==> config.mk <==
export PLATFORM = sky130hd
export DESIGN_NAME = lru_id_to_slot_mapper_top
export DESIGN_NICKNAME = d
export VERILOG_FILES = /design/src/hdl/lsm_pkg.sv /design/src/hdl/lsm_cell.sv /design/src/hdl/lru_id_to_slot_mapper_top.sv
export SDC_FILE = /design/constraint.sdc
export NUM_CORES = 1
export LEC_CHECK = 0
export BUFFER_PORTS_ARGS = -buffer_cell sky130_fd_sc_hd__buf_4
export CAP_MARGIN = 5
export CORE_MARGIN = 10
export CORE_UTILIZATION = 45
export DETAILED_ROUTE_END_ITERATION = 12
export HOLD_SLACK_MARGIN = 0.03
export MAX_ROUTING_LAYER = met4
export PLACE_DENSITY = 0.69
export SYNTH_ARGS = -nofsm -noshare
export SYNTH_HDL_FRONTEND = slang
export SYNTH_SLANG_ARGS = --single-unit
==> constraint.sdc <==
create_clock -name clk_i -period 6.9 [get_ports clk_i]
set_input_delay 0.345 -clock clk_i [delete_from_list [all_inputs] [get_ports clk_i]]
set_output_delay 0.345 -clock clk_i [all_outputs]
set_load 0.05 [all_outputs]
==> src/hdl/lsm_pkg.sv <==
`default_nettype none

package lsm_pkg;

  // widths fixed by the item format
  localparam int unsigned IdW      = 32;
  localparam int unsigned SlotNumW = 4;

  // default number of slots
  localparam int unsigned SlotsDef = 8;

  // an empty slot holds all ones, which no accepted identifier can equal
  localparam logic [IdW-1:0] EmptyTag = '1;

  // control handed from the sequencer to every cell of the recency chain
  typedef struct packed {
    logic cmp;     // compare the stored tag against the pending identifier
    logic commit;  // apply the recency update this cycle
    logic miss;    // no cell matched: the oldest cell is evicted
  } cell_ctrl_t;

endpackage

`default_nettype wire

==> src/hdl/lsm_cell.sv <==
`default_nettype none

// one position of the recency chain; position 0 is the oldest
module lsm_cell #(
  parameter int unsigned SlotW = 3,
  parameter int unsigned Index = 0
) (
  input  wire                         clk_i,
  input  wire                         rst_ni,
  input  wire  lsm_pkg::cell_ctrl_t   ctrl_i,
  input  wire  [lsm_pkg::IdW-1:0]     id_i,
  input  wire                         seen_i,
  input  wire  [lsm_pkg::IdW-1:0]     nb_tag_i,
  input  wire  [SlotW-1:0]            nb_slot_i,
  output logic [lsm_pkg::IdW-1:0]     tag_o,
  output logic [SlotW-1:0]            slot_o,
  output logic                        match_o,
  output logic                        seen_o
);

  logic [lsm_pkg::IdW-1:0] tag_q, tag_d;
  logic [SlotW-1:0]        slot_q, slot_d;
  logic                    match_q, match_d;
  logic                    shift;

  // this cell and every newer one move down once the hit position is reached
  assign seen_o = seen_i | match_q;
  assign shift  = ctrl_i.commit & (ctrl_i.miss | seen_o);

  always_comb begin
    tag_d   = tag_q;
    slot_d  = slot_q;
    match_d = match_q;
    if (ctrl_i.cmp) begin
      match_d = (tag_q == id_i);
    end
    if (shift) begin
      tag_d  = nb_tag_i;
      slot_d = nb_slot_i;
    end
  end

  always_ff @(posedge clk_i or negedge rst_ni) begin
    if (!rst_ni) begin
      tag_q   <= lsm_pkg::EmptyTag;
      slot_q  <= SlotW'(Index);
      match_q <= 1'b0;
    end else begin
      tag_q   <= tag_d;
      slot_q  <= slot_d;
      match_q <= match_d;
    end
  end

  assign tag_o   = tag_q;
  assign slot_o  = slot_q;
  assign match_o = match_q;

endmodule

`default_nettype wire

==> src/hdl/lru_id_to_slot_mapper_top.sv <==
`default_nettype none

// channel | direction | handshake              | payload
// --------+-----------+------------------------+------------------------------------------
// in      | input     | in_valid_i / in_stall_o | identifier_i (32, signed)
// out     | output    | out_valid_o / out_stall_i | accepted_o, slot_number_o, was_present_o
//
// each item passes a compare state, which checks all cells against the identifier,
// then an update state, which shifts the recency chain and loads the result register
// a new item is taken in the update state, as the last item completes its update
// reset empties all slots and orders them 0 (oldest) to SLOTS-1 (newest)
// while a result waits under out_stall_i the update state holds and the input stalls in it
module lru_id_to_slot_mapper_top #(
  parameter int unsigned SLOTS = lsm_pkg::SlotsDef
) (
  input  wire                              clk_i,
  input  wire                              rst_ni,
  input  wire                              in_valid_i,
  output logic                             in_stall_o,
  input  wire  signed [lsm_pkg::IdW-1:0]   identifier_i,
  output logic                             out_valid_o,
  input  wire                              out_stall_i,
  output logic                             accepted_o,
  output logic [lsm_pkg::SlotNumW-1:0]     slot_number_o,
  output logic                             was_present_o
);

  localparam int unsigned SlotW = (SLOTS > 1) ? $clog2(SLOTS) : 1;

  // sequencer states
  localparam logic [1:0] StIdle   = 2'd0;
  localparam logic [1:0] StCmp    = 2'd1;
  localparam logic [1:0] StCommit = 2'd2;

  logic [1:0] state_q, state_d;

  logic [lsm_pkg::IdW-1:0] id_q;

  logic                          out_valid_q;
  logic                          accepted_q;
  logic [lsm_pkg::SlotNumW-1:0]  slot_number_q;
  logic                          was_present_q;

  logic in_xfer;
  logic out_free;
  logic commit;
  logic id_null;

  lsm_pkg::cell_ctrl_t ctrl;

  // chain wiring: index SLOTS on the neighbor side is the incoming entry
  logic [lsm_pkg::IdW-1:0] tag_w  [SLOTS];
  logic [SlotW-1:0]        slot_w [SLOTS];
  logic [SLOTS-1:0]        match_w;
  logic [SLOTS:0]          seen_w;

  logic             hit;
  logic [SlotW-1:0] sel_slot;
  logic [SlotW:0]   slot_plus_one;

  // output register frees up in the same cycle its transfer completes
  assign out_free = !out_valid_q || !out_stall_i;
  assign commit   = (state_q == StCommit) && out_free;
  assign id_null  = id_q[lsm_pkg::IdW-1];

  assign in_stall_o = !((state_q == StIdle) || commit);
  assign in_xfer    = in_valid_i && !in_stall_o;

  // the sign bit marks a null item, which never hits
  assign hit = (|match_w) && !id_null;

  // slot of the matching cell, or of the oldest cell on a miss
  always_comb begin
    sel_slot = '0;
    for (int i = 0; i < SLOTS; i++) begin
      if (match_w[i]) begin
        sel_slot = sel_slot | slot_w[i];
      end
    end
    if (!hit) begin
      sel_slot = slot_w[0];
    end
  end

  assign slot_plus_one = {1'b0, sel_slot} + (SlotW+1)'(1);

  assign ctrl.cmp    = (state_q == StCmp);
  assign ctrl.commit = commit && !id_null;
  assign ctrl.miss   = !hit;

  assign seen_w[0] = 1'b0;

  for (genvar g = 0; g < SLOTS; g++) begin : g_cell
    logic [lsm_pkg::IdW-1:0] nb_tag;
    logic [SlotW-1:0]        nb_slot;

    // the newest cell takes the identifier and the slot it now owns
    if (g == SLOTS-1) begin : g_newest
      assign nb_tag  = id_q;
      assign nb_slot = sel_slot;
    end else begin : g_inner
      assign nb_tag  = tag_w[g+1];
      assign nb_slot = slot_w[g+1];
    end

    lsm_cell #(
      .SlotW (SlotW),
      .Index (g)
    ) u_cell (
      .clk_i     (clk_i),
      .rst_ni    (rst_ni),
      .ctrl_i    (ctrl),
      .id_i      (id_q),
      .seen_i    (seen_w[g]),
      .nb_tag_i  (nb_tag),
      .nb_slot_i (nb_slot),
      .tag_o     (tag_w[g]),
      .slot_o    (slot_w[g]),
      .match_o   (match_w[g]),
      .seen_o    (seen_w[g+1])
    );
  end

  always_comb begin
    state_d = state_q;
    unique case (state_q)
      StIdle: begin
        if (in_xfer) begin
          state_d = StCmp;
        end
      end
      StCmp: begin
        state_d = StCommit;
      end
      StCommit: begin
        if (commit) begin
          state_d = in_xfer ? StCmp : StIdle;
        end
      end
      default: begin
        state_d = StIdle;
      end
    endcase
  end

  always_ff @(posedge clk_i or negedge rst_ni) begin
    if (!rst_ni) begin
      state_q     <= StIdle;
      out_valid_q <= 1'b0;
    end else begin
      state_q <= state_d;
      if (commit) begin
        out_valid_q <= 1'b1;
      end else if (!out_stall_i) begin
        out_valid_q <= 1'b0;
      end
    end
  end

  // payload registers
  always_ff @(posedge clk_i) begin
    if (in_xfer) begin
      id_q <= identifier_i;
    end
    if (commit) begin
      accepted_q    <= !id_null;
      slot_number_q <= id_null ? '0 : lsm_pkg::SlotNumW'(slot_plus_one);
      was_present_q <= hit;
    end
  end

  assign out_valid_o   = out_valid_q;
  assign accepted_o    = accepted_q;
  assign slot_number_o = slot_number_q;
  assign was_present_o = was_present_q;

  // stored identifiers stay unique, so a real identifier matches at most one cell
  // (a null all-ones identifier may match every empty cell, and is ignored)
  a_match_unique: assert property (@(posedge clk_i) disable iff (!rst_ni)
    ((state_q == StCommit) && !id_null) |-> $onehot0(match_w))
    else $error("more than one cell matched");

  // an update always leaves a result in the output register
  a_commit_result: assert property (@(posedge clk_i) disable iff (!rst_ni)
    commit |=> out_valid_q)
    else $error("update without result");

  // an accepted item always goes to the compare cycle
  a_accept_cmp: assert property (@(posedge clk_i) disable iff (!rst_ni)
    in_xfer |=> (state_q == StCmp))
    else $error("accepted item skipped compare");

  // a waiting result blocks the update cycle
  a_hold_commit: assert property (@(posedge clk_i) disable iff (!rst_ni)
    ((state_q == StCommit) && out_valid_q && out_stall_i) |=> (state_q == StCommit))
    else $error("update left while output stalled");

endmodule

`default_nettype wire

==> results of run 1 <==
==> kinds of logic (layout without fill, tap and decap cells) <==
family                   Yosys count  in the layout
multiplexers                     245            245
flip-flops                       329            329
buffers and inverters             74            161
AND/OR/NAND/NOR                  209            209
AO/OA/AOI/OAI                     40             40
XOR/XNOR                         254            254
adder cells (fa/ha/maj)            1              1
==> worst max-delay path, cell delays in order (launching register included) <==
cell      delay, ns
edfxtp_1       0.69
inv_1          0.23
nand2_2        0.59
a21oi_4        1.15
mux2_2         0.43
==> cell usage after synthesis, types with 2 or more instances <==
cell and n:
nand2_1 98, a31oi_1 2, nand4_1 37, buf_4 6, dfrtp_1 23, a22oi_1 10, nand3_1 8, clkbuf_1 40
inv_1 9, nor2_1 7, mux2i_1 2, nor4_1 37, mux2_2 242, dfstp_2 268, xnor2_1 134, and2_1 2
nor2_2 3, edfxtp_1 38, xor2_1 120, nor3_1 8, buf_2 9, o21ai_2 2, nand2b_1 3, buf_6 5
o21ai_0 9, a22o_1 8, clkbuf_8 4
==> sequential cells by signal (all words and copies together) (netlist names) <==
name,count
g_cell.u_cell.match_o,8
accepted_o,1
out_valid_o,1
g_cell.nb_tag,32
state_q,2
was_present_o,1
g_cell.u_cell.tag_o,256
g_cell.u_cell.slot_o,24
slot_number_o,4
==> worst min path at each step <==
stage / end / slack (ns) / cells after the start
finish: g_cell[2].u_cell.match_o$_DFFE_PN0N_ / 0.02 / 1
global route: out_valid_o$_DFFE_PN0P_ / 0.07 / 3
CTS: g_cell[1].u_cell.slot_o[1]$_DFFE_PN0P_ / 0.04 / 1
detailed placement: g_cell[7].u_cell.tag_o[18]$_DFFE_PN1P_ / 0.46 / 2
global placement: g_cell[7].u_cell.tag_o[8]$_DFFE_PN1P_ / 0.46 / 2
floorplan: g_cell[0].u_cell.match_o$_DFFE_PN0N_ / 0.05 / 0
==> where the power goes <==
part	internal (uW)	switching (uW)	total [uW]
Combinational	837	607	1440
Clock	1100	766	1860
Sequential	3000	677	3670
==> cell type report <==
cell class,count,area share [%]
well taps,448,3.178
repair buffers,88,4.314
clock buffers,54,6.009
clock inverters,10,0.4470
multi-input cells,749,36.20
flip-flops and latches,329,49.66
inverters,9,0.1916
==> through the flow <==
step / power [uW] / hold slack, ns / instances / setup WS [ns]
2_1_floorplan: 4572 / 0.04941 / 1152 / 4.080
3_3_place_gp: 5058 / 0.4595 / 1591 / 3.660
3_5_place_dp: 5135 / 0.4626 / 1591 / 3.613
4_1_cts: 7033 / 0.03978 / 1687 / 3.642
5_1_grt: 7348 / 0.06622 / 1687 / 3.423
6_report: 6983 / 0.02155 / 1687 / 3.677
==> layer usage <==
layer / vias to the layer above / wire (um)
li1: 4113 / -
met1: 4719 / 16700
met2: 189 / 18460
met3: 62 / 1746
met4: 0 / 1168
met5: - / 0
==> what timing repair did <==
| action | in CTS | in global routing |
|---|---|---|
| hold buffers | 32 | 0 |
| endpoints found under the hold margin | 32 | 0 |
| gates resized for setup | 0 | 0 |
==> results.sh, run 1 <==
export IMPL_status="completed"
export IMPL_yosys_warnings=0
export IMPL_fin_crit_ns=3.223
export IMPL_synth_area_leaders="dfstp_2, mux2_2, xnor2_1"
export IMPL_crit_type="flop to flop"
export IMPL_synth_top_area_share_pct=45.45
export IMPL_fmaxAchievable_ghz=0.3103
export IMPL_clk_pin_slew_ns=0.06
export IMPL_num_vias=9083
export IMPL_yosys_area_top_type="dfstp_2"
export IMPL_drt_iter0_drc=552
export IMPL_clock_latency_ns=0.52
export IMPL_yosys_area_share_simple_pct=6.743
export IMPL_layout_common_cells="dfstp_2, mux2_2, xnor2_1"
export IMPL_clock_sinks=329
export IMPL_totalWireLength_um=38080
export IMPL_power_density_nw_per_um2=395.9
export IMPL_fin_util_pct=52.20
export IMPL_ios=44
export IMPL_yosysUniqueCellTypes=45
export IMPL_crit_path_start="g_cell[7].nb_tag[31]$_DFFE_PP_"
export IMPL_synthCells=1152
export IMPL_synth_seq_cells=329
export IMPL_met1_usage_pct=24.32
export IMPL_wire_per_inst_um=22.57
export IMPL_finalCritPeriodShare_pct=46.71
export IMPL_synth_area_per_cell_um2=13.45
export IMPL_worstPathArrival_ns=3.66
export IMPL_fin_setup_tns_ns=0
export IMPL_die_area_um2=42250
export IMPL_synth_seq_area_share_pct=56.53
export IMPL_reg2reg_slack_ns=3.68
export IMPL_fin_skew_ns=0.01459
export IMPL_track_usage_pct=19.01
export IMPL_endpoint_kind="flop"
export IMPL_hold_viol=0
export IMPL_antenna_cells=0
export IMPL_rows=67
export IMPL_grtUsageMet3_pct=3.523
export IMPL_netlist_area_um2=15490
export IMPL_place_hpwl_um=27060
export IMPL_final_common_cell="dfstp_2"
export IMPL_maxCapViolCount=0
export IMPL_multiInputGateArea_um2=6384
export IMPL_synth_xor_xnor_area_share_pct=14.36
export IMPL_dpl_cell_area_um2=16180
export IMPL_grt_pass1_wl_um=59570
export IMPL_async_flop_share_pct=88.45
export IMPL_grt_pass1_vias=9794
export IMPL_cp_start_kind="flop"
export IMPL_vias_per_cell=5.384
export IMPL_r2r_cells=4
export IMPL_final_antenna_net_count=0
export IMPL_cts_root_buf="clkbuf_16"
export IMPL_drive_gt1_share_pct=51.25
export IMPL_synth_nets=1189
export IMPL_antenna_found_initial=0
export IMPL_n_fill_cell=2933
export IMPL_fin_nets=1250
export IMPL_drt_pass1_iter_count=4
export IMPL_drc=0
export IMPL_vdd_drop_max_uv=192.2
export IMPL_die_w_um=205.6
export IMPL_synth_edff_count=38
export IMPL_maxSlewHeadroom_pct=23.17
export IMPL_synth_top_family_by_area="multiplexers"
export IMPL_finalSetupViolCount=0
export IMPL_gp_congestion=0.8426
export IMPL_cp_required_ns=7.34
export IMPL_post_cts_setup_buffers=0
export IMPL_synth_adder_area_share_pct=0.08076
export IMPL_design_area_um2=17640
export IMPL_worstReg2RegEnd="g_cell[4].u_cell.tag_o[22]$_DFFE_PN1P_"
export IMPL_synthMuxAreaShare_pct=17.81
export IMPL_cts_buffers=36
export IMPL_grt_setup_unrepaired="no"
export IMPL_coreArea_um2=33780
export IMPL_die_h_um=205.6
export IMPL_cts_max_path_buffers=3
export IMPL_power_leakage_uw=0.007013
export IMPL_crit_path_end="g_cell[4].u_cell.tag_o[22]$_DFFE_PN1P_"
export IMPL_hp_class="primary input to async pin"
export IMPL_worstMarginPinSlew_ns=1.150
export IMPL_seq_area_um2=8758
export IMPL_port_buffers=43
export IMPL_start_util_pct=45.86
export IMPL_overflow=0
export IMPL_busiest_layer="met2"
export IMPL_synth_compound_area_share_pct=1.962
export IMPL_report_final_slew_viol_count=0
export IMPL_synthFlopType="dfstp_2"
export IMPL_cts_tree="built"
export IMPL_grtUsageMet2_pct=29.83
export IMPL_htree_levels=2
export IMPL_r2r_start="g_cell[7].nb_tag[31]$_DFFE_PP_"
export IMPL_critical_path_max_fanout=44
export IMPL_syn_to_final_growth_pct=13.83
export IMPL_grt_max_degree=156
Note: power is estimated with default switching activity, not from simulation.
==> inputs of run 2 (changes only) <==
==> constraint.sdc (replaced) <==
create_clock -name clk_i -period 3.3 [get_ports clk_i]
set_input_delay 0.165 -clock clk_i [delete_from_list [all_inputs] [get_ports clk_i]]
set_output_delay 0.165 -clock clk_i [all_outputs]
set_load 0.05 [all_outputs]
==> run 2 against run 1 <==
Compared with the run above: worst hold slack gained 0.26 ns; die area is the same; routed wire length grew 5.9%; critical path depth grew 1; clock skew grew 0.0069 ns; cell count grew 1.0%; clock power grew 110%; worst setup slack lost 3.1 ns.
==> results.sh, run 2 (synthesized netlist as in run 1, its figures left out) <==
export IMPL_status="completed"
export IMPL_hp_class="primary input to async pin"
export IMPL_finalSetupViolCount=0
export IMPL_die_h_um=205.6
export IMPL_worstPathArrival_ns=3.21
export IMPL_critical_path_max_fanout=27
export IMPL_vias_per_cell=5.337
export IMPL_drt_iter0_drc=564
export IMPL_fmaxAchievable_ghz=0.3629
export IMPL_fin_setup_tns_ns=0
export IMPL_crit_type="flop to flop"
export IMPL_overflow=0
export IMPL_endpoint_kind="flop"
export IMPL_power_leakage_uw=0.007086
export IMPL_fin_skew_ns=0.02148
export IMPL_track_usage_pct=20.03
export IMPL_wire_per_inst_um=23.66
export IMPL_finalCritPeriodShare_pct=83.50
export IMPL_htree_levels=2
export IMPL_maxSlewHeadroom_pct=26.31
export IMPL_grt_max_degree=96
export IMPL_dpl_cell_area_um2=16270
export IMPL_ios=44
export IMPL_grt_setup_unrepaired="no"
export IMPL_syn_to_final_growth_pct=14.82
export IMPL_power_density_nw_per_um2=832.1
export IMPL_drt_pass1_iter_count=5
export IMPL_antenna_found_initial=1
export IMPL_num_vias=9095
export IMPL_fin_nets=1265
export IMPL_largest_reg_flops=256
export IMPL_worstMarginPinSlew_ns=1.101
export IMPL_clk_pin_slew_ns=0.06
export IMPL_vdd_drop_max_uv=546.8
export IMPL_port_buffers=43
export IMPL_layout_common_cells="dfstp_2, mux2_2, xnor2_1"
export IMPL_post_cts_setup_buffers=0
export IMPL_totalWireLength_um=40310
export IMPL_hold_viol=0
export IMPL_grt_pass1_vias=9750
export IMPL_cp_start_kind="flop"
export IMPL_cts_buffers=37
export IMPL_die_area_um2=42250
export IMPL_maxCapViolCount=0
export IMPL_design_area_um2=17790
export IMPL_cts_root_buf="clkbuf_16"
export IMPL_cts_resized=0
export IMPL_report_final_slew_viol_count=0
export IMPL_clock_sinks=329
export IMPL_coreArea_um2=33780
export IMPL_final_common_cell="dfstp_2"
export IMPL_gp_congestion=0.8955
export IMPL_hold_slack_ns=0.2831
export IMPL_rows=67
export IMPL_clock_latency_ns=0.53
export IMPL_start_util_pct=45.86
export IMPL_fin_crit_ns=2.756
export IMPL_place_hpwl_um=28620
export IMPL_final_antenna_net_count=0
export IMPL_die_w_um=205.6
export IMPL_cts_tree="built"
export IMPL_drive_gt1_share_pct=51.31
export IMPL_cts_max_path_buffers=3
export IMPL_cp_required_ns=3.75
export IMPL_drc=0
export IMPL_fin_util_pct=52.66
export IMPL_grt_pass1_wl_um=62020
==> run 2: layer usage <==
metal  global-route usage (%)  share of wire [%]  vias up  routed length (um)
li1                         -                  -     4138                   -
met4                    5.750                2.7        0                1076
met2                    32.13                 49      185               19720
met1                    26.01                 44     4710               17780
met5                        -                  0        -                   0
met3                    2.878                4.3       62                1739
==> run 2: area by class of cell <==
class / instances / area (um2)
fillers: 2861 / 15990
clock buffers: 57 / 1082
inverters: 9 / 33.78
well taps: 448 / 560.5
diodes: 1 / 2.502
multi-input cells: 749 / 6384
flip-flops and latches: 329 / 8758
clock inverters: 9 / 82.58
repair buffers: 102 / 885.9
==> run 2: what timing repair did <==
| action | in CTS | in global routing |
|---|---|---|
| endpoints found under the setup margin | 0 | 0 |
| hold buffers | 35 | 0 |
| endpoints found under the hold margin | 57 | 0 |
==> run 2: power by group <==
group          switching (uW)  internal [uW]
sequential               1330           6260
combinational            1520           1770
clock                    1640           2280
==> run 2: critical path: stages (launching register included) <==
cell,delay (ns)
dfrtp_1,0.48
nor4_4,0.37
nand2_1,0.20
o21ai_4,0.90
buf_4,0.33
mux2_2,0.36
==> run 2: final timing paths <==
path	slack, ns	startpoint	depth (start not counted)	endpoint
worst min-delay path	0.28	rst_ni	2	g_cell[0].u_cell.slot_o[1]$_DFFE_PN0P_
worst min register to register	0.47	g_cell[7].u_cell.tag_o[19]$_DFFE_PN1P_	2	g_cell[7].u_cell.tag_o[19]$_DFFE_PN1P_
max in group asynchronous	2.07	rst_ni	3	g_cell[7].u_cell.tag_o[8]$_DFFE_PN1P_
worst max-delay path	0.54	g_cell[2].u_cell.match_o$_DFFE_PN0N_	5	g_cell[6].u_cell.tag_o[29]$_DFFE_PN1P_
worst max register to register	0.54	g_cell[2].u_cell.match_o$_DFFE_PN0N_	5	g_cell[6].u_cell.tag_o[29]$_DFFE_PN1P_
min in group clk_i	0.35	identifier_i[9]	2	g_cell[7].nb_tag[9]$_DFFE_PP_
==> run 2: stage by stage <==
step           setup WS [ns]  instances  power, uW
2_1_floorplan         0.4799       1152       9559
3_3_place_gp          0.5813       1602      10790
3_5_place_dp          0.5353       1602      10910
4_1_cts               0.5299       1703      14910
5_1_grt               0.3723       1704      15540
6_report              0.5444       1704      14800
